==> config.mk <==
export PLATFORM = sky130hd
export DESIGN_NAME = gtd_regs
export DESIGN_NICKNAME = d
export VERILOG_FILES = /design/src/gtd_pkg.sv /design/src/gtd_regs.sv
export SDC_FILE = /design/constraint.sdc
export NUM_CORES = 1
export LEC_CHECK = 0
export ABC_AREA = 1
export BUFFER_PORTS_ARGS = -buffer_cell sky130_fd_sc_hd__buf_2
export CORE_MARGIN = 4
export CORE_UTILIZATION = 42
export CTS_CLUSTER_DIAMETER = 150
export CTS_CLUSTER_SIZE = 25
export DETAILED_ROUTE_END_ITERATION = 8
export GPL_TIMING_DRIVEN = 0
export HOLD_SLACK_MARGIN = 0.06
export PLACE_DENSITY = 0.74
export RECOVER_POWER = 25
export SKIP_LAST_GASP = 1
export SYNTH_ARGS = -nofsm -noshare
export SYNTH_HDL_FRONTEND = slang
export SYNTH_SLANG_ARGS = --single-unit
==> constraint.sdc <==
create_clock -name clk_i -period 0.86 [get_ports clk_i]
set_input_delay 0.086 -clock clk_i [delete_from_list [all_inputs] [get_ports clk_i]]
set_output_delay 0.086 -clock clk_i [all_outputs]
set_load 0.01 [all_outputs]
==> src/gtd_pkg.sv <==
`default_nettype none

package gtd_pkg;

  localparam int unsigned SampleW  = 16;
  localparam int unsigned CoefW    = 17;
  localparam int unsigned TrigW    = 16;
  localparam int unsigned AccW     = 40;
  localparam int unsigned HalfW    = 20;
  localparam int unsigned MulW     = 32;
  localparam int unsigned ProdW    = 64;
  localparam int unsigned SumW     = 58;
  localparam int unsigned RndW     = 44;
  localparam int unsigned ResW     = 46;
  localparam int unsigned PartW    = 45;
  localparam int unsigned SqW      = 63;
  localparam int unsigned PowerW   = 62;
  localparam int unsigned DataW    = 64;
  localparam int unsigned AddrW    = 5;
  localparam int unsigned RoundBit = 14;

  localparam logic signed [AccW-1:0] AccMax = {1'b0, {(AccW-1){1'b1}}};
  localparam logic signed [AccW-1:0] AccMin = {1'b1, {(AccW-1){1'b0}}};
  localparam logic [PowerW-1:0]      PowerMax = {PowerW{1'b1}};
  localparam logic [SqW-1:0]         SqOverflow = {1'b1, {(SqW-1){1'b0}}};

  localparam logic signed [CoefW-1:0] CoefReset = 17'sd0;
  localparam logic signed [TrigW-1:0] CosReset  = 16'sd16384;
  localparam logic signed [TrigW-1:0] SinReset  = 16'sd0;
  localparam logic [PowerW-1:0]       ThrReset  = 62'd0;

  typedef enum logic [1:0] {
    REG_COEF = 2'd0,
    REG_COS  = 2'd1,
    REG_SIN  = 2'd2,
    REG_THR  = 2'd3
  } reg_idx_e;

  typedef struct packed {
    logic signed [CoefW-1:0] coef;
    logic signed [TrigW-1:0] cos_term;
    logic signed [TrigW-1:0] sin_term;
    logic [PowerW-1:0]       threshold;
  } cfg_t;

  typedef enum logic [3:0] {
    DP_NOP,
    DP_LOAD,
    DP_MUL_LO,
    DP_MUL_HI,
    DP_RES_UPD,
    DP_RE_UPD,
    DP_IM_UPD,
    DP_SQ_RE,
    DP_SQ_IM,
    DP_POWER
  } dp_op_e;

  typedef enum logic {
    A_PREV,
    A_PREV2
  } a_sel_e;

  typedef enum logic [1:0] {
    B_COEF,
    B_COS,
    B_SIN
  } b_sel_e;

  typedef struct packed {
    dp_op_e op;
    a_sel_e a_sel;
    b_sel_e b_sel;
  } dp_cmd_t;

  typedef struct packed {
    logic last;
    logic out_valid;
  } dp_status_t;

  typedef enum logic [3:0] {
    ST_IDLE,
    ST_RES_LO,
    ST_RES_HI,
    ST_RES_UPD,
    ST_COS_LO,
    ST_COS_HI,
    ST_RE_UPD,
    ST_SIN_LO,
    ST_SIN_HI,
    ST_IM_UPD,
    ST_SQ_RE,
    ST_SQ_IM,
    ST_POWER
  } state_e;

endpackage

`default_nettype wire

==> src/gtd_regs.sv <==
`default_nettype none

module gtd_regs (
  input  wire logic                        clk_i,
  input  wire logic                        rst_ni,
  input  wire logic                        psel,
  input  wire logic                        penable,
  input  wire logic                        pwrite,
  input  wire logic [gtd_pkg::AddrW-1:0]   paddr,
  input  wire logic [gtd_pkg::DataW-1:0]   pwdata,
  output logic      [gtd_pkg::DataW-1:0]   prdata,
  output logic                             pready,
  output gtd_pkg::cfg_t                    cfg_o
);

  gtd_pkg::cfg_t    cfg_q, cfg_d;
  gtd_pkg::reg_idx_e idx;
  logic             wr_en;

  assign idx    = gtd_pkg::reg_idx_e'(paddr[gtd_pkg::AddrW-1:3]);
  assign wr_en  = psel & penable & pwrite;
  assign pready = 1'b1;
  assign cfg_o  = cfg_q;

  always_comb begin
    cfg_d = cfg_q;
    if (wr_en) begin
      unique case (idx)
        gtd_pkg::REG_COEF: cfg_d.coef      = pwdata[gtd_pkg::CoefW-1:0];
        gtd_pkg::REG_COS:  cfg_d.cos_term  = pwdata[gtd_pkg::TrigW-1:0];
        gtd_pkg::REG_SIN:  cfg_d.sin_term  = pwdata[gtd_pkg::TrigW-1:0];
        gtd_pkg::REG_THR:  cfg_d.threshold = pwdata[gtd_pkg::PowerW-1:0];
        default: cfg_d = cfg_q;
      endcase
    end
  end

  always_comb begin
    unique case (idx)
      gtd_pkg::REG_COEF: prdata = {{(gtd_pkg::DataW-gtd_pkg::CoefW){1'b0}}, cfg_q.coef};
      gtd_pkg::REG_COS:  prdata = {{(gtd_pkg::DataW-gtd_pkg::TrigW){1'b0}}, cfg_q.cos_term};
      gtd_pkg::REG_SIN:  prdata = {{(gtd_pkg::DataW-gtd_pkg::TrigW){1'b0}}, cfg_q.sin_term};
      gtd_pkg::REG_THR:  prdata = {{(gtd_pkg::DataW-gtd_pkg::PowerW){1'b0}}, cfg_q.threshold};
      default: prdata = '0;
    endcase
  end

  always_ff @(posedge clk_i or negedge rst_ni) begin
    if (!rst_ni) begin
      cfg_q.coef      <= gtd_pkg::CoefReset;
      cfg_q.cos_term  <= gtd_pkg::CosReset;
      cfg_q.sin_term  <= gtd_pkg::SinReset;
      cfg_q.threshold <= gtd_pkg::ThrReset;
    end else begin
      cfg_q <= cfg_d;
    end
  end

endmodule

`default_nettype wire

==> impl_metrics.py <==
metrics = {
    "drt": {
        "wire_per_inst_um": 17.89,
        "vias_per_cell": 5.084,
        "drc": 0,
        "drtPass1Iterations": 6,
        "drt-initial-drc-count": 496,
        "wl_um": 22380,
        "vias": 6360,
        "final_antenna_net_count": 0,
    },
    "sta": {
        "finalCritPeriodShare_pct": 149.1,
        "fin_hold_ws_ns": -0.1178,
        "worst_pin_slew_ns": 0.8709,
        "rsz0062_at_grt": "yes",
        "finalSetupViolCount": 176,
        "maxSlewViolCount": 0,
        "clock.fmax_mhz": 780.0,
        "fin_skew_ns": 0,
        "timing.slew.headroom_pct": 41.94,
        "hold_violations": 57,
        "fin_crit_ns": 1.282,
        "setup_ws_ns": -0.4221,
    },
    "power_and_ir_drop": {
        "powerDensity_mw_per_mm2": 2073,
        "total_power_mw": 18.89,
        "power.leakage_nw": 5.183,
        "vdd_ir_drop_max_mv": 1.204,
    },
    "worst_setup_path": {
        "worstSetupStartpoint": "cfg_o[92]",
        "slowest_stage": "dfstp_2",
        "cp-end-kind": "primary output",
        "worst-path-buf-inv": 1,
        "worstPathArrival_ns": 1.20,
        "regToRegStartpoint": "cfg_o[57]",
        "crit_family": "flip-flops",
        "cpPeakStageDelay_ns": 0.54,
        "cp_data_required_time_ns": 0.77,
        "worstSetupPathType": "reg2out",
        "r2r_slack_ns": -0.01,
        "worstPathMaxFanout": 2,
        "path_cells": "nand3_2 > nand4_1 > buf_2",
        "start_kind": "register",
    },
    "finish": {
        "antennaDiodeCount": 0,
        "fin_area_sq_mm": 0.009112,
        "area_delta_synth_final_pct": 77.20,
        "largest_reg_flops": 111,
        "final_cell_mix": "337 x nand2_1, 180 x buf_2, 151 x buf_6",
        "fin_cells": 1251,
        "final_common_cell": "nand2_1",
        "drive_gt1_share_pct": 39.58,
        "fill_cells": 806,
        "final_net_count": 1173,
    },
    "place": {
        "place_area_sq_mm": 0.006629,
        "portBuffers": 239,
        "place.gp.congestion": 0.8349,
        "dp_cells": 1066,
        "dp.final_hpwl_um": 13260,
    },
    "die": {
        "start_util_pct": 42.81,
        "rows": 40,
        "dieArea_sq_mm": 0.01408,
        "die_x_um": 118.7,
        "coreArea_sq_mm": 0.01201,
        "io_pins": 250,
        "die_y_um": 118.7,
    },
    "logic_synthesis": {
        "synth.area.top_cells": "dfrtp_1 54%, nand2_1 26%, nand3_1 4.7%",
        "yosysSeqAreaShare_pct": 54.04,
        "synth-compound-area-share_pct": 0,
        "synthAdderAreaFrac_pct": 0,
        "yosys.area_share.simple_pct": 37.88,
        "synth_top_family_by_area": "simple AND/OR/NAND/NOR gates",
        "synthesis.area_sq_mm": 0.005142,
        "synth_area_leader_cell": "dfrtp_1",
        "synth.distinct_cells": 19,
        "postSynthCellCount": 678,
        "synth.top_cell.area_share_pct": 53.53,
        "synth_xor_area_share_pct": 0,
        "synthMuxAreaShare_pct": 0,
        "syn_area_per_cell_sq_um": 7.585,
        "ys_seq_elements": 111,
        "yosys_warnings": 0,
    },
    "cts": {
        "cts_buffer_depth": 2,
        "h-tree-depth": 3,
        "cts_buffers": 9,
        "cts_tree": "built",
        "path_clk_slew_ns": 0.07,
        "postCtsHoldBufs": 62,
        "cts_root_buf": "clkbuf_16",
        "clk_latency_ns": 0.34,
        "cts.sinks": 111,
    },
    "global_routing": {
        "grt_max_degree": 60,
        "overflow": 0,
        "grt_pass1_wl_um": 33090,
        "grt_pass1_vias": 6310,
        "antenna_found_initial": 0,
        "track_usage_pct": 29.48,
    },
    "status": {
        "status": "complete, but fails checks",
        "violations": "hold timing, setup timing",
    },
    "flow_run": {
        "drv_cap": 0,
    },
    "min_path": {
        "hold_class": "in2async",
    },
}
-- worst register-to-register path: stages (launching register included) --
cell and delay [ns]:
dfrtp_1 0.40, buf_4 0.15, buf_4 0.13, nand2_2 0.05, nand2_1 0.04
-- per-layer routing --
metal,GRT usage (%),vias to the layer above,part of all wire (%),routed length (um)
li1,-,2881,-,-
met1,35.28,3035,37,8226
met2,51.94,385,51,11510
met3,6.699,59,8.7,1948
met4,10.43,0,3.1,688
met5,0,-,0,0
-- cell usage after synthesis (all sizes together) --
cell,n
nor2,51
nand2,361
nand4,16
buf,30
conb,2
inv,51
nand3,49
dfrtp,110
dfstp,1
clkbuf,7
-- kinds of logic (layout without fill, tap and decap cells) --
kind of cell,Yosys count,after routing
buffers and inverters,88,513
DFF,111,111
other,2,3
and+or+nand+nor,477,477
-- cell type report --
| cell class | count | area, sq um | share of cell area, % |
|---|---|---|---|
| timing repair buffer | 409 | 3331 | 36.55 |
| sequential | 111 | 2779 | 30.50 |
| multi-input combinational | 480 | 2062 | 22.63 |
| buffer | 37 | 291.5 | 3.199 |
| clock buffer | 13 | 250.2 | 2.746 |
| inverter | 51 | 196.4 | 2.156 |
| tap | 147 | 183.9 | 2.018 |
| clock inverter | 3 | 18.77 | 0.2060 |
-- stage by stage --
| step | setup TNS, ns | worst slack (ns) | util (%) | hold WS [ns] |
|---|---|---|---|---|
| floorplan | -0.06053 | -0.006053 | - | -0.2096 |
| global placement | -226.77 | -1.618 | 54.94 | 0.2864 |
| detailed placement | -56.36 | -0.4719 | 55.19 | 0.2171 |
| CTS | -31.90 | -0.4066 | 72.13 | -0.1483 |
| global route | -40.87 | -0.4386 | 75.86 | -0.05308 |
| finish | -35.20 | -0.4221 | 75.86 | -0.1178 |
-- repair_timing --
action,in CTS,in global routing
resized for setup,121,76
pin swaps,65,31
endpoints found under the setup margin,233,262
endpoints found under the hold margin,168,57
buffers inserted,81,41
-- path summary, 6_finish.rpt --
check                        endpoint  cells after the start
max                        prdata[14]                      3
min                         cfg_o[89]                      1
max reg2reg                 cfg_o[57]                      4
min reg2reg                 cfg_o[17]                      2
max in group asynchronous   cfg_o[46]                      2
min in group clk_i          cfg_o[66]                      5
-- where the power goes --
group | internal, mW | total (mW) | switching, mW
combinational | 4.28 | 7.75 | 3.47
sequential | 6.29 | 7.20 | 0.904
clock | 2.05 | 3.94 | 1.90
total | 12.6 | 18.9 | 6.27
(Power assumes the default switching activity.)
