===== config.mk =====
export PLATFORM = sky130hd
export DESIGN_NAME = gtd_datapath
export DESIGN_NICKNAME = d
export VERILOG_FILES = /design/src/gtd_pkg.sv /design/src/gtd_datapath.sv
export SDC_FILE = /design/constraint.sdc
export NUM_CORES = 2
export LEC_CHECK = 0
export BUFFER_PORTS_ARGS = -buffer_cell sky130_fd_sc_hd__buf_2
export CORE_ASPECT_RATIO = 0.5
export CORE_MARGIN = 1.5
export CORE_UTILIZATION = 45
export DETAILED_ROUTE_END_ITERATION = 7
export PLACE_DENSITY_LB_ADDON = 0.12
export SYNTH_ARGS = -nofsm -noshare
export SYNTH_HDL_FRONTEND = slang
export SYNTH_SLANG_ARGS = --single-unit

===== constraint.sdc =====
create_clock -name clk_i -period 25.7 [get_ports clk_i]
set_input_delay 2.57 -clock clk_i [delete_from_list [all_inputs] [get_ports clk_i]]
set_output_delay 2.57 -clock clk_i [all_outputs]
set_load 0.02 [all_outputs]

===== src/gtd_pkg.sv =====
`default_nettype none

package gtd_pkg;

  localparam int unsigned SampleW  = 16;
  localparam int unsigned CoefW    = 17;
  localparam int unsigned TrigW    = 16;
  localparam int unsigned AccW     = 40;
  localparam int unsigned HalfW    = 20;
  localparam int unsigned MulW     = 32;
  localparam int unsigned ProdW    = 64;
  localparam int unsigned SumW     = 58;
  localparam int unsigned RndW     = 44;
  localparam int unsigned ResW     = 46;
  localparam int unsigned PartW    = 45;
  localparam int unsigned SqW      = 63;
  localparam int unsigned PowerW   = 62;
  localparam int unsigned DataW    = 64;
  localparam int unsigned AddrW    = 5;
  localparam int unsigned RoundBit = 14;

  localparam logic signed [AccW-1:0] AccMax = {1'b0, {(AccW-1){1'b1}}};
  localparam logic signed [AccW-1:0] AccMin = {1'b1, {(AccW-1){1'b0}}};
  localparam logic [PowerW-1:0]      PowerMax = {PowerW{1'b1}};
  localparam logic [SqW-1:0]         SqOverflow = {1'b1, {(SqW-1){1'b0}}};

  localparam logic signed [CoefW-1:0] CoefReset = 17'sd0;
  localparam logic signed [TrigW-1:0] CosReset  = 16'sd16384;
  localparam logic signed [TrigW-1:0] SinReset  = 16'sd0;
  localparam logic [PowerW-1:0]       ThrReset  = 62'd0;

  typedef enum logic [1:0] {
    REG_COEF = 2'd0,
    REG_COS  = 2'd1,
    REG_SIN  = 2'd2,
    REG_THR  = 2'd3
  } reg_idx_e;

  typedef struct packed {
    logic signed [CoefW-1:0] coef;
    logic signed [TrigW-1:0] cos_term;
    logic signed [TrigW-1:0] sin_term;
    logic [PowerW-1:0]       threshold;
  } cfg_t;

  typedef enum logic [3:0] {
    DP_NOP,
    DP_LOAD,
    DP_MUL_LO,
    DP_MUL_HI,
    DP_RES_UPD,
    DP_RE_UPD,
    DP_IM_UPD,
    DP_SQ_RE,
    DP_SQ_IM,
    DP_POWER
  } dp_op_e;

  typedef enum logic {
    A_PREV,
    A_PREV2
  } a_sel_e;

  typedef enum logic [1:0] {
    B_COEF,
    B_COS,
    B_SIN
  } b_sel_e;

  typedef struct packed {
    dp_op_e op;
    a_sel_e a_sel;
    b_sel_e b_sel;
  } dp_cmd_t;

  typedef struct packed {
    logic last;
    logic out_valid;
  } dp_status_t;

  typedef enum logic [3:0] {
    ST_IDLE,
    ST_RES_LO,
    ST_RES_HI,
    ST_RES_UPD,
    ST_COS_LO,
    ST_COS_HI,
    ST_RE_UPD,
    ST_SIN_LO,
    ST_SIN_HI,
    ST_IM_UPD,
    ST_SQ_RE,
    ST_SQ_IM,
    ST_POWER
  } state_e;

endpackage

`default_nettype wire


===== src/gtd_datapath.sv =====
`default_nettype none

module gtd_datapath (
  input  wire logic                               clk_i,
  input  wire logic                               rst_ni,
  input  gtd_pkg::dp_cmd_t                        cmd_i,
  input  gtd_pkg::cfg_t                           cfg_i,
  input  wire logic signed [gtd_pkg::SampleW-1:0] sample_i,
  input  wire logic                               last_sample_i,
  input  wire logic                               out_stall_i,
  output gtd_pkg::dp_status_t                     status_o,
  output logic                                    out_valid_o,
  output logic                                    tone_detected_o,
  output logic             [gtd_pkg::PowerW-1:0]  block_power_o
);

  logic signed [gtd_pkg::AccW-1:0]    prev_q, prev_d, prev2_q, prev2_d;
  logic                               last_q, last_d;
  logic                               valid_q, valid_d;
  logic signed [gtd_pkg::SampleW-1:0] x_q, x_d;
  logic signed [gtd_pkg::ProdW-1:0]   prod_q, prod_d;
  logic                               sat_q, sat_d;
  logic signed [gtd_pkg::SumW-1:0]    acc_q, acc_d;
  logic signed [gtd_pkg::PartW-1:0]   re_q, re_d, im_q, im_d;
  logic        [gtd_pkg::SqW-1:0]     sqre_q, sqre_d;
  logic        [gtd_pkg::PowerW-1:0]  power_q, power_d;
  logic                               det_q, det_d;

  logic signed [gtd_pkg::AccW-1:0]    a_val;
  logic signed [gtd_pkg::MulW-1:0]    b_val, mul_a, mul_b;
  logic signed [gtd_pkg::ProdW-1:0]   mul_p;
  logic        [gtd_pkg::PartW-1:0]   re_abs, im_abs;
  logic signed [gtd_pkg::SumW-1:0]    full, rnd_full;
  logic signed [gtd_pkg::RndW-1:0]    rnd;
  logic signed [gtd_pkg::ResW-1:0]    s_val;
  logic signed [gtd_pkg::AccW-1:0]    s_sat;
  logic        [gtd_pkg::SqW-1:0]     sq_cur;
  logic        [gtd_pkg::ProdW-1:0]   pw_sum;
  logic        [gtd_pkg::PowerW-1:0]  pw;

  assign a_val = (cmd_i.a_sel == gtd_pkg::A_PREV2) ? prev2_q : prev_q;

  always_comb begin
    unique case (cmd_i.b_sel)
      gtd_pkg::B_COEF: b_val = {{(gtd_pkg::MulW-gtd_pkg::CoefW){cfg_i.coef[gtd_pkg::CoefW-1]}},
                                cfg_i.coef};
      gtd_pkg::B_COS:  b_val = {{(gtd_pkg::MulW-gtd_pkg::TrigW){cfg_i.cos_term[gtd_pkg::TrigW-1]}},
                                cfg_i.cos_term};
      gtd_pkg::B_SIN:  b_val = {{(gtd_pkg::MulW-gtd_pkg::TrigW){cfg_i.sin_term[gtd_pkg::TrigW-1]}},
                                cfg_i.sin_term};
      default: b_val = '0;
    endcase
  end

  assign re_abs = re_q[gtd_pkg::PartW-1] ? (gtd_pkg::PartW'(0) - re_q) : re_q;
  assign im_abs = im_q[gtd_pkg::PartW-1] ? (gtd_pkg::PartW'(0) - im_q) : im_q;

  always_comb begin
    mul_a = '0;
    mul_b = '0;
    unique case (cmd_i.op)
      gtd_pkg::DP_MUL_LO: begin
        mul_a = {{(gtd_pkg::MulW-gtd_pkg::HalfW){1'b0}}, a_val[gtd_pkg::HalfW-1:0]};
        mul_b = b_val;
      end
      gtd_pkg::DP_MUL_HI: begin
        mul_a = {{(gtd_pkg::MulW-gtd_pkg::HalfW){a_val[gtd_pkg::AccW-1]}},
                 a_val[gtd_pkg::AccW-1:gtd_pkg::HalfW]};
        mul_b = b_val;
      end
      gtd_pkg::DP_SQ_RE: begin
        mul_a = {1'b0, re_abs[gtd_pkg::MulW-2:0]};
        mul_b = {1'b0, re_abs[gtd_pkg::MulW-2:0]};
      end
      gtd_pkg::DP_SQ_IM: begin
        mul_a = {1'b0, im_abs[gtd_pkg::MulW-2:0]};
        mul_b = {1'b0, im_abs[gtd_pkg::MulW-2:0]};
      end
      default: begin
        mul_a = '0;
        mul_b = '0;
      end
    endcase
  end

  assign mul_p = mul_a * mul_b;

  // The high partial product is weighted by the lower half width.
  assign full     = $signed({prod_q[gtd_pkg::SumW-gtd_pkg::HalfW-1:0],
                             {gtd_pkg::HalfW{1'b0}}}) + acc_q;
  assign rnd_full = full + gtd_pkg::SumW'(1 << (gtd_pkg::RoundBit - 1));
  assign rnd      = rnd_full[gtd_pkg::SumW-1:gtd_pkg::RoundBit];

  assign s_val = {{(gtd_pkg::ResW-gtd_pkg::SampleW){x_q[gtd_pkg::SampleW-1]}}, x_q}
               + {{(gtd_pkg::ResW-gtd_pkg::RndW){rnd[gtd_pkg::RndW-1]}}, rnd}
               - {{(gtd_pkg::ResW-gtd_pkg::AccW){prev2_q[gtd_pkg::AccW-1]}}, prev2_q};

  always_comb begin
    if ((&s_val[gtd_pkg::ResW-1:gtd_pkg::AccW-1]) ||
        !(|s_val[gtd_pkg::ResW-1:gtd_pkg::AccW-1])) begin
      s_sat = s_val[gtd_pkg::AccW-1:0];
    end else if (s_val[gtd_pkg::ResW-1]) begin
      s_sat = gtd_pkg::AccMin;
    end else begin
      s_sat = gtd_pkg::AccMax;
    end
  end

  assign sq_cur = sat_q ? gtd_pkg::SqOverflow : prod_q[gtd_pkg::SqW-1:0];
  assign pw_sum = {1'b0, sqre_q} + {1'b0, sq_cur};
  assign pw     = (|pw_sum[gtd_pkg::ProdW-1:gtd_pkg::PowerW]) ? gtd_pkg::PowerMax
                                                              : pw_sum[gtd_pkg::PowerW-1:0];

  always_comb begin
    prev_d  = prev_q;
    prev2_d = prev2_q;
    last_d  = last_q;
    x_d     = x_q;
    prod_d  = prod_q;
    sat_d   = sat_q;
    acc_d   = acc_q;
    re_d    = re_q;
    im_d    = im_q;
    sqre_d  = sqre_q;
    power_d = power_q;
    det_d   = det_q;
    valid_d = valid_q & out_stall_i;
    unique case (cmd_i.op)
      gtd_pkg::DP_NOP: ;
      gtd_pkg::DP_LOAD: begin
        x_d    = sample_i;
        last_d = last_sample_i;
      end
      gtd_pkg::DP_MUL_LO: begin
        prod_d = mul_p;
      end
      gtd_pkg::DP_MUL_HI: begin
        prod_d = mul_p;
        acc_d  = prod_q[gtd_pkg::SumW-1:0];
      end
      gtd_pkg::DP_RES_UPD: begin
        prev2_d = prev_q;
        prev_d  = s_sat;
      end
      gtd_pkg::DP_RE_UPD: begin
        re_d = {{(gtd_pkg::PartW-gtd_pkg::AccW){prev_q[gtd_pkg::AccW-1]}}, prev_q}
             - {{(gtd_pkg::PartW-gtd_pkg::RndW){rnd[gtd_pkg::RndW-1]}}, rnd};
      end
      gtd_pkg::DP_IM_UPD: begin
        im_d = {{(gtd_pkg::PartW-gtd_pkg::RndW){rnd[gtd_pkg::RndW-1]}}, rnd};
      end
      gtd_pkg::DP_SQ_RE: begin
        prod_d = mul_p;
        sat_d  = |re_abs[gtd_pkg::PartW-1:gtd_pkg::MulW-1];
      end
      gtd_pkg::DP_SQ_IM: begin
        prod_d = mul_p;
        sat_d  = |im_abs[gtd_pkg::PartW-1:gtd_pkg::MulW-1];
        sqre_d = sq_cur;
      end
      gtd_pkg::DP_POWER: begin
        power_d = pw;
        det_d   = (pw > cfg_i.threshold);
        valid_d = 1'b1;
        prev_d  = '0;
        prev2_d = '0;
      end
      default: ;
    endcase
  end

  always_ff @(posedge clk_i or negedge rst_ni) begin
    if (!rst_ni) begin
      prev_q  <= '0;
      prev2_q <= '0;
      last_q  <= 1'b0;
      valid_q <= 1'b0;
    end else begin
      prev_q  <= prev_d;
      prev2_q <= prev2_d;
      last_q  <= last_d;
      valid_q <= valid_d;
    end
  end

  always_ff @(posedge clk_i) begin
    x_q     <= x_d;
    prod_q  <= prod_d;
    sat_q   <= sat_d;
    acc_q   <= acc_d;
    re_q    <= re_d;
    im_q    <= im_d;
    sqre_q  <= sqre_d;
    power_q <= power_d;
    det_q   <= det_d;
  end

  assign status_o.last      = last_q;
  assign status_o.out_valid = valid_q;
  assign out_valid_o        = valid_q;
  assign tone_detected_o    = det_q;
  assign block_power_o      = power_q;

endmodule

`default_nettype wire


==> results_dict.tcl <==
set metrics [dict create \
    internal_power_uw 1910 \
    wl_per_cell_um 25.2 \
    synth_cells 7055 \
    grt_max_degree 65 \
    ys_seq_area_share_pct 18.8 \
    ys_async_sr_fraction_pct 19.4 \
    ios 204 \
    synth_top_family_by_area "adder cells" \
    status "finished clean" \
    vias_per_cell 5.66 \
    syn_avg_cell_area_um2 9.25 \
    layout.nets 8813 \
    syn_nets 8749 \
    firstDrtPassIters 7 \
    synth_top_area_share_pct 34.3 \
    synth_area_um2 65200 \
    path_class "in2reg" \
    synthTopCellsByArea "fa_1 (34%), edfxtp_1 (16%), ha_1 (8.4%), inv_1 (7.6%), nand2_1 (5.4%)" \
    tns_ns 0 \
    start_kind "input pin" \
    relSlewSlack_pct 10.7 \
    setup_violations 0 \
    drt_iter0_markers 4645 \
    worst-path-buf-inv 6 \
    coreArea_um2 143000 \
    die_x_um 541 \
    cp-startpoint "cmd_i[5]" \
    synth-seq-cells 422 \
    via_count 51300 \
    synth_fa_ha_area_share_pct 42.7 \
    end_kind "flop" \
    drive_above_1_share_pct 6.68 \
    portBuffers 203 \
    pwr-share-comb_pct 48.6 \
    fin_worst_skew_ns 0.0221 \
    cts.clk_slew.worst_paths_ns 0.06 \
    dpl.hpwl_um 184000 \
    antenna_left 0 \
    cp_common_cell "fa_1" \
    p_total_uw 3350 \
    clk_path_buf_depth 3 \
    fmax_mhz 76.4 \
    tritoncts "done" \
    fp.dieH_um 272 \
    cts-resized-gates 0 \
    yosysUniqueCellTypes 83 \
    finalCriticalPeriod_ns 13.09 \
    cp.arrival_ns 13.45 \
    min-delay-start "prod_q[47]" \
    finalMaxSlewViolations 0 \
    cts_sinks 422 \
    insertion_delay_ns 0.63 \
    hold_buffers 0 \
    numCtsBuffers 54 \
    rsz0062_at_grt "false" \
    hold_violations 0 \
    yosys.area_share.simple_pct 13.8 \
    regToRegStartpoint "im_q[9]" \
    antenna_found_initial 17 \
    yosys_warnings 0 \
    tightest_slew_ns 1.34 \
    die_area_um2 147000 \
    p_seq_share_pct 28.4 \
    yosys-top-cells-count "inv_1 (1317), fa_1 (1119), nand2_1 (935), nor2_1 (534), ha_1 (437)" \
    initial_core_util_pct 45.5 \
    overflow 0 \
    syn_to_final_growth_pct 7.58 \
    hp-class "reg2reg" \
    synth_compound_area_share_pct 10.3 \
    total_switching_power_uw 1430 \
    critPathRequiredTime_ns 26.06 \
    place.gp.congestion 0.943 \
    num_rows 98 \
    cts_root_buf "clkbuf_16" \
    h-tree-depth 2 \
    synth_edf_count 340 \
    critPathTopFamily "adder cells" \
    drc_errors 0 \
    cp_slowest_cell "o22ai_1" \
    max_stage_delay_ns 1.23 \
    wl_um 229000 \
    fin_crit_sh_pct 50.9 \
    maxCapViolCount 0 \
    power_density_nw_per_um2 47.7 \
    synth-xor-area-share_pct 4.08 \
    swShare_pct 42.8 \
    synth_most_common_cell "inv_1" \
    ys.flop_type "edfxtp_1" \
    synth.area.mux_share_pct 1.03 \
    r2r_slack_ns 12.93 \
    track_usage_pct 31.4 \
    grt_pass1_wl_um 342000 \
    clock_power_share_pct 23.0 \
    vdd_drop_max_mv 0.0539 \
    p_leak_uw 0.0326 \
    grt_pass1_vias 53200 \
    synth_top_cell_by_area "fa_1" \
    cts_setup_buffers 0 \
    critPathMaxFanout 21 \
]
## cells by family (layout without fill, tap and decap cells)
logic type / count (synthesis) / in the layout
muxes: 67 / 67
DFF: 422 / 422
xor gates and xnor gates: 304 / 304
other: 0 / 7
adders and majority gates: 1556 / 1556
and+or+nand+nor: 2026 / 2026
AOI/OAI and AO/OA: 1071 / 1071
buffers and inverters: 1609 / 1715
## per-stage QoR
step | instances | setup slack (ns) | area, um2 | utilization, % | hold WS [ns]
2_1_floorplan | 7055 | 12.87 | 65200 | - | 0.418
3_3_place_gp | 8962 | 12.19 | 68400 | 47.7 | 0.454
3_5_place_dp | 8962 | 12.17 | 68400 | 47.7 | 0.437
4_1_cts | 9060 | 12.82 | 70200 | 48.9 | 0.452
5_1_grt | 9061 | 12.24 | 70200 | 49.0 | 0.472
6_report | 9068 | 12.61 | 70200 | 49.0 | 0.447
## layout by cell type, fill, tap and decap left out, types with 23 or more instances in the layout
cell type and count:
or2_2 35, dfrtp_1 82, nand2b_1 75, and3_1 40
a21oi_1 319, clkbuf_16 55, inv_1 1315, xnor2_1 156
a31oi_1 34, a211oi_1 30, buf_2 202, a21o_1 170
nor2_1 515, or3_1 23, o21bai_1 42, fa_1 1119
xor2_1 148, edfxtp_1 340, nor2b_1 108, nor3_1 41
nand4_1 43, mux2i_1 64, nand3_1 63, o21ai_0 219
buf_4 97, nand2_1 935, o31ai_1 29, o22ai_1 51
and2_1 54, o21a_1 37, ha_1 437
## flip-flops by register name (all words and copies together) (netlist names)
name             count
re_q                45
x_q                 16
sat_q                1
acc_q               45
prev_q              40
sqre_q              63
prod_q              63
block_power_o       62
tone_detected_o      1
im_q                44
last_q               1
out_valid_o          1
prev2_q             40
## power groups by stage
stage	sequential [uW]	clock, uW	combinational [uW]
after CTS	948	787	1610
after global routing	957	810	1790
after global placement	960	0	1580
final	950	771	1630
after detailed placement	961	0	1600
after floorplan	914	0	1130
## final cells by class
type                    instances  area [um2]
flip-flops and latches        422       12300
repair buffers                300        1750
diodes                          7        17.5
inverters                    1317        4940
clock buffers                  63        1410
multi-input cells            5024       47100
clock inverters                35         364
well taps                    1900        2380
fillers                     13800       73200
## path summary, 6_finish.rpt
path / endpoint / cells after the start
setup reg to reg: prod_q[59] / 38
hold reg to reg: acc_q[47] / 0
hold / removal: acc_q[47] / 0
min in group asynchronous: last_q / 1
setup / recovery: prod_q[59] / 32
max in group asynchronous: prev2_q[2] / 2
## routing by layer
layer / up-vias / part of all wire, % / global-route usage (%)
met1: 26400 / 45 / 45.2
met2: 2025 / 43 / 47.7
li1: 22500 / - / -
met3: 382 / 9.2 / 6.55
met4: 2 / 3.2 / 9.07
met5: - / 0.0061 / 0
(Power assumes the default switching activity.)
