`src/gtd_pkg.sv`:
```
`default_nettype none

package gtd_pkg;

  localparam int unsigned SampleW  = 16;
  localparam int unsigned CoefW    = 17;
  localparam int unsigned TrigW    = 16;
  localparam int unsigned AccW     = 40;
  localparam int unsigned HalfW    = 20;
  localparam int unsigned MulW     = 32;
  localparam int unsigned ProdW    = 64;
  localparam int unsigned SumW     = 58;
  localparam int unsigned RndW     = 44;
  localparam int unsigned ResW     = 46;
  localparam int unsigned PartW    = 45;
  localparam int unsigned SqW      = 63;
  localparam int unsigned PowerW   = 62;
  localparam int unsigned DataW    = 64;
  localparam int unsigned AddrW    = 5;
  localparam int unsigned RoundBit = 14;

  localparam logic signed [AccW-1:0] AccMax = {1'b0, {(AccW-1){1'b1}}};
  localparam logic signed [AccW-1:0] AccMin = {1'b1, {(AccW-1){1'b0}}};
  localparam logic [PowerW-1:0]      PowerMax = {PowerW{1'b1}};
  localparam logic [SqW-1:0]         SqOverflow = {1'b1, {(SqW-1){1'b0}}};

  localparam logic signed [CoefW-1:0] CoefReset = 17'sd0;
  localparam logic signed [TrigW-1:0] CosReset  = 16'sd16384;
  localparam logic signed [TrigW-1:0] SinReset  = 16'sd0;
  localparam logic [PowerW-1:0]       ThrReset  = 62'd0;

  typedef enum logic [1:0] {
    REG_COEF = 2'd0,
    REG_COS  = 2'd1,
    REG_SIN  = 2'd2,
    REG_THR  = 2'd3
  } reg_idx_e;

  typedef struct packed {
    logic signed [CoefW-1:0] coef;
    logic signed [TrigW-1:0] cos_term;
    logic signed [TrigW-1:0] sin_term;
    logic [PowerW-1:0]       threshold;
  } cfg_t;

  typedef enum logic [3:0] {
    DP_NOP,
    DP_LOAD,
    DP_MUL_LO,
    DP_MUL_HI,
    DP_RES_UPD,
    DP_RE_UPD,
    DP_IM_UPD,
    DP_SQ_RE,
    DP_SQ_IM,
    DP_POWER
  } dp_op_e;

  typedef enum logic {
    A_PREV,
    A_PREV2
  } a_sel_e;

  typedef enum logic [1:0] {
    B_COEF,
    B_COS,
    B_SIN
  } b_sel_e;

  typedef struct packed {
    dp_op_e op;
    a_sel_e a_sel;
    b_sel_e b_sel;
  } dp_cmd_t;

  typedef struct packed {
    logic last;
    logic out_valid;
  } dp_status_t;

  typedef enum logic [3:0] {
    ST_IDLE,
    ST_RES_LO,
    ST_RES_HI,
    ST_RES_UPD,
    ST_COS_LO,
    ST_COS_HI,
    ST_RE_UPD,
    ST_SIN_LO,
    ST_SIN_HI,
    ST_IM_UPD,
    ST_SQ_RE,
    ST_SQ_IM,
    ST_POWER
  } state_e;

endpackage

`default_nettype wire

```
`src/gtd_ctrl.sv`:
```
`default_nettype none

module gtd_ctrl (
  input  wire logic          clk_i,
  input  wire logic          rst_ni,
  input  wire logic          in_valid_i,
  input  wire logic          out_stall_i,
  input  gtd_pkg::dp_status_t status_i,
  output gtd_pkg::dp_cmd_t   cmd_o,
  output logic               in_stall_o
);

  gtd_pkg::state_e state_q, state_d;
  logic            out_free;

  assign out_free   = !status_i.out_valid || !out_stall_i;
  assign in_stall_o = (state_q != gtd_pkg::ST_IDLE);

  always_comb begin
    state_d = state_q;
    unique case (state_q)
      gtd_pkg::ST_IDLE:    if (in_valid_i) begin
        state_d = gtd_pkg::ST_RES_LO;
      end
      gtd_pkg::ST_RES_LO:  state_d = gtd_pkg::ST_RES_HI;
      gtd_pkg::ST_RES_HI:  state_d = gtd_pkg::ST_RES_UPD;
      gtd_pkg::ST_RES_UPD: state_d = status_i.last ? gtd_pkg::ST_COS_LO : gtd_pkg::ST_IDLE;
      gtd_pkg::ST_COS_LO:  state_d = gtd_pkg::ST_COS_HI;
      gtd_pkg::ST_COS_HI:  state_d = gtd_pkg::ST_RE_UPD;
      gtd_pkg::ST_RE_UPD:  state_d = gtd_pkg::ST_SIN_LO;
      gtd_pkg::ST_SIN_LO:  state_d = gtd_pkg::ST_SIN_HI;
      gtd_pkg::ST_SIN_HI:  state_d = gtd_pkg::ST_IM_UPD;
      gtd_pkg::ST_IM_UPD:  state_d = gtd_pkg::ST_SQ_RE;
      gtd_pkg::ST_SQ_RE:   state_d = gtd_pkg::ST_SQ_IM;
      gtd_pkg::ST_SQ_IM:   state_d = gtd_pkg::ST_POWER;
      gtd_pkg::ST_POWER:   if (out_free) begin
        state_d = gtd_pkg::ST_IDLE;
      end
      default: state_d = gtd_pkg::ST_IDLE;
    endcase
  end

  always_comb begin
    cmd_o.op    = gtd_pkg::DP_NOP;
    cmd_o.a_sel = gtd_pkg::A_PREV;
    cmd_o.b_sel = gtd_pkg::B_COEF;
    unique case (state_q)
      gtd_pkg::ST_IDLE:    if (in_valid_i) begin
        cmd_o.op = gtd_pkg::DP_LOAD;
      end
      gtd_pkg::ST_RES_LO:  cmd_o.op = gtd_pkg::DP_MUL_LO;
      gtd_pkg::ST_RES_HI:  cmd_o.op = gtd_pkg::DP_MUL_HI;
      gtd_pkg::ST_RES_UPD: cmd_o.op = gtd_pkg::DP_RES_UPD;
      gtd_pkg::ST_COS_LO: begin
        cmd_o.op    = gtd_pkg::DP_MUL_LO;
        cmd_o.a_sel = gtd_pkg::A_PREV2;
        cmd_o.b_sel = gtd_pkg::B_COS;
      end
      gtd_pkg::ST_COS_HI: begin
        cmd_o.op    = gtd_pkg::DP_MUL_HI;
        cmd_o.a_sel = gtd_pkg::A_PREV2;
        cmd_o.b_sel = gtd_pkg::B_COS;
      end
      gtd_pkg::ST_RE_UPD:  cmd_o.op = gtd_pkg::DP_RE_UPD;
      gtd_pkg::ST_SIN_LO: begin
        cmd_o.op    = gtd_pkg::DP_MUL_LO;
        cmd_o.a_sel = gtd_pkg::A_PREV2;
        cmd_o.b_sel = gtd_pkg::B_SIN;
      end
      gtd_pkg::ST_SIN_HI: begin
        cmd_o.op    = gtd_pkg::DP_MUL_HI;
        cmd_o.a_sel = gtd_pkg::A_PREV2;
        cmd_o.b_sel = gtd_pkg::B_SIN;
      end
      gtd_pkg::ST_IM_UPD:  cmd_o.op = gtd_pkg::DP_IM_UPD;
      gtd_pkg::ST_SQ_RE:   cmd_o.op = gtd_pkg::DP_SQ_RE;
      gtd_pkg::ST_SQ_IM:   cmd_o.op = gtd_pkg::DP_SQ_IM;
      gtd_pkg::ST_POWER:   if (out_free) begin
        cmd_o.op = gtd_pkg::DP_POWER;
      end
      default: cmd_o.op = gtd_pkg::DP_NOP;
    endcase
  end

  always_ff @(posedge clk_i or negedge rst_ni) begin
    if (!rst_ni) begin
      state_q <= gtd_pkg::ST_IDLE;
    end else begin
      state_q <= state_d;
    end
  end

endmodule

`default_nettype wire

```
`config.mk`:
```
export PLATFORM = sky130hd
export DESIGN_NAME = gtd_ctrl
export DESIGN_NICKNAME = d
export VERILOG_FILES = /design/src/gtd_pkg.sv /design/src/gtd_ctrl.sv
export SDC_FILE = /design/constraint.sdc
export NUM_CORES = 1
export LEC_CHECK = 0
export ABC_AREA = 1
export BUFFER_PORTS_ARGS = -buffer_cell sky130_fd_sc_hd__clkbuf_2
export CORE_AREA = 8 8 45 47
export CTS_CLUSTER_SIZE = 40
export DETAILED_ROUTE_END_ITERATION = 6
export DIE_AREA = 0 0 53 55
export PLACE_DENSITY_LB_ADDON = 0.1
export SYNTH_ARGS = -nofsm -noshare
export SYNTH_HDL_FRONTEND = slang
export SYNTH_SLANG_ARGS = --single-unit
```
`constraint.sdc`:
```
create_clock -name clk_i -period 3.6 [get_ports clk_i]
set_clock_uncertainty 0.2 [all_clocks]
set_input_delay 0.9 -clock clk_i [delete_from_list [all_inputs] [get_ports clk_i]]
set_output_delay 0.9 -clock clk_i [all_outputs]
set_load 0.02 [all_outputs]
```
==> results of run 1 <==
-- critical path, stage by stage --
cell	delay, ns
sky130_fd_sc_hd__clkbuf_2	0.08
sky130_fd_sc_hd__nand2_1	0.06
sky130_fd_sc_hd__nand3_1	0.10
sky130_fd_sc_hd__nand2_1	0.07
sky130_fd_sc_hd__inv_1	0.04
sky130_fd_sc_hd__nand2_1	0.06
sky130_fd_sc_hd__clkbuf_2	0.16
-- cell families (layout without fill, tap and decap cells) --
family,Yosys count,after routing
AOI/OAI and AO/OA,6,6
and+or+nand+nor,37,37
buffers and inverters,9,25
DFF,4,4
-- through the flow --
| step | hold slack, ns | setup WS, ns | util, % | instances | instance area, um^2 |
|---|---|---|---|---|---|
| final | 0.272 | 1.03 | 32.5 | 88 | 449 |
| after global placement | 0.473 | 1.04 | 30.8 | 85 | 427 |
| after detailed placement | 0.467 | 1.02 | 30.8 | 85 | 427 |
| after floorplan | 0.404 | 1.22 | - | 56 | 342 |
| after global routing | 0.266 | 0.945 | 32.5 | 88 | 449 |
| after CTS | 0.264 | 1.02 | 32.5 | 88 | 449 |
-- where the power goes --
group / internal (mW) / switching (mW)
registers: 0.0676 / 0.0340
logic: 0.105 / 0.220
clock network: 0.0371 / 0.0153
total: 0.210 / 0.270
-- layer usage --
metal  routed length [um]  vias up  GRT usage [%]
li1                     -      210              -
met1                  380      193           7.19
met2                  443       13           11.1
met3                   70        2           3.21
met4                   12        0           3.88
met5                    0        -              0
-- path summary, 6_finish.rpt --
path	start	endpoint	slack (ns)
max	status_i[0]	cmd_o[3]	1.03
min	rst_ni	state_q[1]	0.27
max reg2reg	state_q[1]	state_q[0]	2.32
min reg2reg	state_q[2]	state_q[3]	0.47
max in group asynchronous	rst_ni	state_q[3]	2.80
min in group clk_i	state_q[2]	state_q[3]	0.47
-- synth_stat cells --
cell type	instances	share of area, %
sky130_fd_sc_hd__inv_1	6	6.6
sky130_fd_sc_hd__a21oi_1	1	1.5
sky130_fd_sc_hd__nor2_4	2	6.6
sky130_fd_sc_hd__nand3b_1	1	2.2
sky130_fd_sc_hd__o22a_2	1	2.9
sky130_fd_sc_hd__o21ai_0	3	4.4
sky130_fd_sc_hd__nor2_2	2	3.7
sky130_fd_sc_hd__inv_2	3	3.3
sky130_fd_sc_hd__nand3_1	5	7.3
sky130_fd_sc_hd__nor2_1	6	6.6
sky130_fd_sc_hd__o22ai_1	1	1.8
sky130_fd_sc_hd__nand2_1	20	22
sky130_fd_sc_hd__nand4_1	1	1.8
sky130_fd_sc_hd__dfrtp_1	4	29
-- cell type report --
cell class,count,share of cell area (%)
clock buffer,3,5.01
inverter,9,7.52
timing repair buffer,13,14.5
sequential,4,22.3
tap,16,4.46
multi-input combinational,43,46.2
==> impl_metrics.ini, run 1 <==
[sta]
min_tclk_post_route_ns = 2.57
totalNegativeSetupSlack_ns = 0
slew_headroom_pct = 81.3
timing_max_transition_violations_final = 0
timing.final.setup_violations = 0
timing.final.crit_share_pct = 71.3
timing.final.hold_violations = 0
timing_worst_slew_pin_value_ns = 0.279
maxClockFrequency_ghz = 0.389
grt_setup_unrepaired = false

[final_layout]
sequential_cell_area_um2 = 100
final_cell_mix = sky130_fd_sc_hd__nand2_1, sky130_fd_sc_hd__clkbuf_2, sky130_fd_sc_hd__inv_1, sky130_fd_sc_hd__nor2_1, sky130_fd_sc_hd__nand3_1
diodes = 0
drive_above_1_share_pct = 33.3
multi_input_area_um2 = 208
most_flops_register = state_q
reg_top3 = state_q (4)
largest_register_ff_count = 4
layout-area-overhead-vs-synth_pct = 31.5
design.final.nets = 80
mostFrequentLayoutCell = sky130_fd_sc_hd__nand2_1
fillers = 174

[synthesis]
ys_ff_latch = 4
seq_area_frac_synth_pct = 29.3
simple_gate_portion_of_the_synthesized_area_pct = 50.2
synth_mux_area_share_pct = 0
synth_warn = 0
yosys.cell_types.count = 14
compound_cell_area_share_of_the_yosys_netlist_pct = 10.6
syn_avg_cell_area_um2 = 6.10
synth_adder_area_share_pct = 0
synth.net_count = 62
synth.cell_area_um2 = 342
syn-instance-count = 56
largest_family_of_logic_cells_by_synthesized_area = simple AND/OR/NAND/NOR gates
synth_xor_xnor_area_share_pct = 0

[setup_path]
reg2reg_depth = 4
crit_path_end_kind = output port
path_max_fanout = 2
critical_path_required_ns = 2.50
timing.setup.critical_path_class = primary input to output port
critical_path_arrival_ns = 1.47
critical_path.startpoint_type = primary input

[floorplan]
core_area_um2 = 1380
num_rows = 14
chipHeight_um = 55
initial_utilization_pct = 24.7
design.die.area_um2 = 2920
die_x_um = 53
ios = 14

[drt]
first_iter_violations = 14
post-route-drc-count = 0
routed_via_density = 4.75
wl_per_cell_um = 10.3
drtPass1Iterations = 4
detail_route.wirelength_um = 907
vias = 418
ant_nets = 0

[cts]
clock_tree.htree_level_count = 1
tritoncts = built
cts_made_buffers = 3
cts_hold_buffers = 0
cts-root-to-sink-buffers = 2
cts-root-buf = sky130_fd_sc_hd__clkbuf_4
clk-insertion-delay-late_ns = 0.23
postCtsSetupRepairBufs = 0
tritoncts_num_sinks = 4
clk_transition_reported_paths_ns = 0.03
quantity_of_gates_resized_following_cts = 0

[global_route]
global_route.overflow_total = 0
grt_pass1_wl_mm = 1.48
grt_use_total_pct = 6.85
grt_pass1_vias = 371
number_of_antenna_violations_at_the_first_check_in_global_routing = 0
grt_max_degree = 8

[outcome]
result_of_the_run = completed

[power]
post-layout-total-power_mw = 0.479
power.density_cell_area_nw_per_um2 = 1070
leakagePower_nw = 0.270
irDropWorstVdd_uv = 405

[placed_design]
io_buffer_count = 13
dpl.hpwl_um = 779
routabilityCongestion = 0.782

[hold_path]
hold_path.class = primary input to asynchronous set/reset pin

[job]
maxCapViolCount = 0
Note: power is estimated with default switching activity, not from simulation.
==> run 2: changes to the inputs <==
- ABC_AREA: 1 -> 0
- clock period: 3.6 -> 2.65 ns (I/O delays scaled with it)
==> run 2 against run 1 <==
  * Global-route usage increased by 0.65 points
  * Register-to-register slack got worse by 1.1 ns
  * Total power increased by 37%
  * Critical path depth decreased by 3
==> impl_metrics.ini, run 2 <==
[outcome]
result_of_the_run = completed

[drt]
vias = 376
wl_per_cell_um = 13.0
ant_nets = 0
first_iter_violations = 7
post-route-drc-count = 0
drtPass1Iterations = 4
routed_via_density = 5.08
detail_route.wirelength_um = 959

[final_layout]
mostFrequentLayoutCell = sky130_fd_sc_hd__clkbuf_2
final_cell_mix = sky130_fd_sc_hd__clkbuf_2, sky130_fd_sc_hd__nor2_1, sky130_fd_sc_hd__o21ai_0, sky130_fd_sc_hd__dfrtp_1
reg_top3 = state_q (4)
fillers = 149
drive_above_1_share_pct = 32.8
layout-area-overhead-vs-synth_pct = 24.1
final_core_utilization_pct = 31.2
diodes = 0
largest_register_ff_count = 4
most_flops_register = state_q
design.final.nets = 66

[synthesis]
seq_area_frac_synth_pct = 28.8
synth_common_cells = sky130_fd_sc_hd__nor2_1, sky130_fd_sc_hd__dfrtp_1, sky130_fd_sc_hd__o21ai_0
synth.cell_area_um2 = 348
synth_enable_flop_cells = 0
synth_top_cells_by_area = sky130_fd_sc_hd__dfrtp_1, sky130_fd_sc_hd__o21ai_0, sky130_fd_sc_hd__nor2_1
async_flop_share_pct = 100
dominant_register_cell_in_the_synthesized_netlist = sky130_fd_sc_hd__dfrtp_1
ys_ff_latch = 4
post-synth-top-area-cell = sky130_fd_sc_hd__dfrtp_1
yosys.cell_types.count = 25
syn_avg_cell_area_um2 = 7.73
synth_warn = 0
synth.net_count = 51
dominant_cell_by_count_in_the_synthesized_netlist = sky130_fd_sc_hd__nor2_1
syn-instance-count = 45
synth_top_area_share_pct = 28.8

[cts]
tritoncts = built
postCtsSetupRepairBufs = 0
quantity_of_gates_resized_following_cts = 0
cts_made_buffers = 3
tritoncts_num_sinks = 4
cts-root-to-sink-buffers = 2
cts_hold_buffers = 0
clk-insertion-delay-late_ns = 0.23
clock_tree.htree_level_count = 1
clk_transition_reported_paths_ns = 0.04
cts-root-buf = sky130_fd_sc_hd__clkbuf_4

[setup_path]
reg2reg_from = state_q[1]
crit_path_end_kind = output port
crit_path_top_delay_cell = sky130_fd_sc_hd__dfrtp_1
worstPathBufferInverterCount = 1
path_max_fanout = 11
critical_path_required_ns = 1.79
ff2ff_setup_slack_ns = 1.25
critical_path_arrival_ns = 1.65
setup.worst_path.start = state_q[1]
timing.critical_path.max_delay_family = flip-flops
cp_cell_sequence = nand2_1 -> mux2_2 -> o32ai_1 -> clkbuf_2
critical_path.startpoint_type = register
reg2reg_depth = 3
timing.setup.critical_path_class = register to output port
critical_path_cell_count = 4
crit_path_max_incr_delay_ns = 0.54

[placed_design]
dpl.hpwl_um = 721
io_buffer_count = 13
routabilityCongestion = 0.705

[floorplan]
ios = 14
chipHeight_um = 55
core_area_um2 = 1380
design.die.area_um2 = 2920
initial_utilization_pct = 25.1
die_x_um = 53
num_rows = 14

[global_route]
number_of_antenna_violations_at_the_first_check_in_global_routing = 0
global_route.overflow_total = 0
grt_use_total_pct = 7.49
grt_pass1_vias = 371
grt_pass1_wl_mm = 1.61
grt_max_degree = 14

[sta]
timing.final.hold_violations = 0
timing.final.crit_share_pct = 94.6
timing_max_transition_violations_final = 0
slew_headroom_pct = 75.4
timing_worst_slew_pin_value_ns = 0.370
min_tclk_post_route_ns = 2.51
grt_setup_unrepaired = false
totalNegativeSetupSlack_ns = 0
timing.final.setup_violations = 0
maxClockFrequency_ghz = 0.399

[power]
leakagePower_nw = 0.212
irDropWorstVdd_uv = 363
power.density_cell_area_nw_per_um2 = 1520

[hold_path]
hold_path.class = primary input to asynchronous set/reset pin

[job]
maxCapViolCount = 0
run 2: cell types whose count changed in the layout (fill, tap and decap cells not counted), sizes merged, moves of 4 or more:
cell / change
nor2: -5
nand3: -4
nand2: -18
inv: -6
run 2: final timing paths:
check / end
worst min register to register: state_q[0]
worst max-delay path: cmd_o[5]
min in group clk_i: state_q[0]
max in group asynchronous: state_q[3]
worst max register to register: state_q[3]
worst min-delay path: state_q[2]
run 2: power breakdown:
| part | internal, mW | switching, mW |
|---|---|---|
| Combinational | 0.170 | 0.247 |
| Clock | 0.0506 | 0.0244 |
| Sequential | 0.0904 | 0.0754 |
run 2: final cells by class:
type	instances	area [um^2]	share of cell area (%)
multi-input combinational	34	205	47.5
sequential	4	100	23.2
tap	16	20.0	4.64
clock buffer	3	22.5	5.22
inverter	3	11.3	2.61
timing repair buffer	14	72.6	16.8
run 2: metal layers:
layer / global-route usage (%) / part of all wire (%)
met1: 8.69 / 48
met2: 10.7 / 44
met3: 3.48 / 8.2
met4: 5.17 / 0
met5: 0 / 0
run 2: worst register-to-register path, stage by stage (launching register included):
cell,delay [ns]
sky130_fd_sc_hd__dfrtp_1,0.50
sky130_fd_sc_hd__or2_1,0.32
sky130_fd_sc_hd__o21ai_0,0.17
sky130_fd_sc_hd__o2bb2ai_1,0.13
run 2: kinds of logic (layout without fill, tap and decap cells):
family	after synthesis	in the layout	synth area share, %
multiplexers	1	1	3.24
XOR/XNOR	1	1	2.52
buffers and inverters	7	20	12.2
flip-flops	4	4	28.8
AND/OR/NAND/NOR	15	15	21.2
AO/OA/AOI/OAI	17	17	32.0
run 2: through the flow:
step / setup WS [ns] / total power, mW / cell area (um^2) / hold WS, ns / instances
after global placement: 0.409 / 0.595 / 409 / 0.274 / 71
final: 0.142 / 0.658 / 432 / 0.0280 / 74
after CTS: 0.125 / 0.667 / 432 / 0.0220 / 74
after floorplan: 0.413 / 0.489 / 348 / 0.167 / 45
after detailed placement: 0.383 / 0.587 / 409 / 0.275 / 71
after global routing: 0.00670 / 0.727 / 432 / 0.0144 / 74
==> run 3: changes to the inputs <==
- BUFFER_PORTS_ARGS: -buffer_cell sky130_fd_sc_hd__clkbuf_2 -> -buffer_cell sky130_fd_sc_hd__buf_4
- CORE_AREA: 8 8 45 47 -> 2 2 39 41
- DIE_AREA: 0 0 53 55 -> 0 0 41 43
==> run 3 against run 2 <==
  * Die area shrank 40%
  * Core utilization grew 3.1 points
  * Critical endpoint is now cmd_o[2]
  * Via count grew 0.53%
  * Sequential power grew 7%
  * Largest power group unchanged
  * Worst setup slack gained 0.083 ns
  * Wire length shrank 9.8%
  * Register-to-register slack lost 0.02 ns
  * Non-clock buffer count grew 1
  * Clock power grew 4.3%
  * Highest routed layer is now met4
  * Critical path type unchanged
==> impl_metrics.ini, run 3 (synthesis gave the netlist of run 2 again) <==
[power]
leakagePower_nw = 0.224
power.density_cell_area_nw_per_um2 = 1480
post-layout-total-power_mw = 0.700
irDropWorstVdd_uv = 545

[setup_path]
reg2reg_from = state_q[1]
setup.worst_path.start = state_q[3]
critical_path_arrival_ns = 1.56
path_max_fanout = 12
critical_path.startpoint_type = register
timing.setup.critical_path_class = register to output port
crit_path_end_kind = output port
critical_path_required_ns = 1.79

[drt]
ant_nets = 0
routed_via_density = 5.04
detail_route.wirelength.met1_um = 365
met3WireLength_um = 85
topRoutingLayerUsed = met4
post-route-drc-count = 0
wl_per_cell_um = 11.5
wl_met2_um = 405
detail_route.wirelength_um = 865
vias = 378
drtPass1Iterations = 6
first_iter_violations = 8

[global_route]
grt_use_total_pct = 12.8
grt_pass1_wl_mm = 1.41
number_of_antenna_violations_at_the_first_check_in_global_routing = 0
grt_pass1_vias = 329
global_route.overflow_total = 0
grt_max_degree = 14

[cts]
clock_tree.htree_level_count = 1
cts_made_buffers = 3
clk-insertion-delay-late_ns = 0.24
cts-root-to-sink-buffers = 2
clk_transition_reported_paths_ns = 0.04
cts-root-buf = sky130_fd_sc_hd__clkbuf_4
tritoncts_num_sinks = 4
postCtsSetupRepairBufs = 0
tritoncts = built

[placed_design]
placed_area_um2 = 442
routabilityCongestion = 0.713
io_buffer_count = 13
pre_cts_ws_ns = 0.481
dpl.hpwl_um = 603

[sta]
timing_max_transition_violations_final = 0
timing.final.crit_share_pct = 91.5
timing.final.setup_violations = 0
slew_headroom_pct = 74.1
grt_setup_unrepaired = false
timing_worst_slew_pin_value_ns = 0.388
totalNegativeSetupSlack_ns = 0
timing.final.hold_violations = 0
maxClockFrequency_ghz = 0.412
min_tclk_post_route_ns = 2.42
setup_ws_ns = 0.225

[floorplan]
die_x_um = 41
num_rows = 14
ios = 14
chipHeight_um = 43
initial_utilization_pct = 25.1
core_area_um2 = 1380
design.die.area_um2 = 1760

[final_layout]
final_core_utilization_pct = 34.3
design.final.nets = 67
reg_top3 = state_q (4)
largest_register_ff_count = 4
most_flops_register = state_q
final_cell_mix = sky130_fd_sc_hd__buf_4, sky130_fd_sc_hd__nor2_1, sky130_fd_sc_hd__o21ai_0, sky130_fd_sc_hd__dfrtp_1
mostFrequentLayoutCell = sky130_fd_sc_hd__buf_4
design_area_um2 = 474
diodes = 0
layout-area-overhead-vs-synth_pct = 36.3
drive_above_1_share_pct = 32.2

[outcome]
result_of_the_run = completed

[hold_path]
hold_path.class = register to register
worst_hold_startpoint = state_q[0]

[job]
maxCapViolCount = 0
[run 3: cell count changes in the layout (fill, tap and decap cells not counted), sizes merged]
cell and change:
dlygate4sd3 +1, buf +13, clkbuf -13
[run 3: per-layer routing]
layer,vias up,GRT usage [%]
li1,191,-
met1,165,15.9
met2,20,15.0
met3,2,7.85
met4,0,10.0
met5,-,0
[run 3: cell type report]
cell class	instances	area, um^2
fillers	162	910
multi-input cells	34	205
repair buffers	15	115
flip-flops and latches	4	100
clock buffers	3	22.5
well taps	16	20.0
inverters	3	11.3
[run 3: repair_timing]
action	CTS	global route
endpoints found under the hold margin	0	4
endpoints found under the setup margin	0	0
gates resized for setup	0	0
hold buffers	0	1
[run 3: critical path: stages (launching register included)]
cell                       delay [ns]
sky130_fd_sc_hd__dfrtp_1         0.53
sky130_fd_sc_hd__nand2b_1        0.28
sky130_fd_sc_hd__o22ai_1         0.14
sky130_fd_sc_hd__or2_1           0.21
sky130_fd_sc_hd__buf_4           0.15
[run 3: final timing paths]
path | endpoint | slack [ns] | depth (start not counted)
worst max-delay path | cmd_o[2] | 0.23 | 4
worst min-delay path | state_q[0] | 0.47 | 1
worst max register to register | state_q[2] | 1.23 | 3
worst min register to register | state_q[0] | 0.47 | 1
max in group asynchronous | state_q[0] | 1.59 | 2
min in group asynchronous | state_q[3] | 0.55 | 2
[run 3: per-stage QoR]
stage,std cells,hold WS [ns]
after CTS,74,0.000893
after global placement,71,0.261
after floorplan,45,0.167
after global routing,75,0.524
final,75,0.466
after detailed placement,71,0.261
[run 3: power by group]
group          switching, mW  internal [mW]  total [mW]  leakage (nW)
combinational          0.230          0.214       0.444         0.160
clock                 0.0275         0.0508      0.0782        0.0138
sequential            0.0876         0.0902       0.178        0.0499
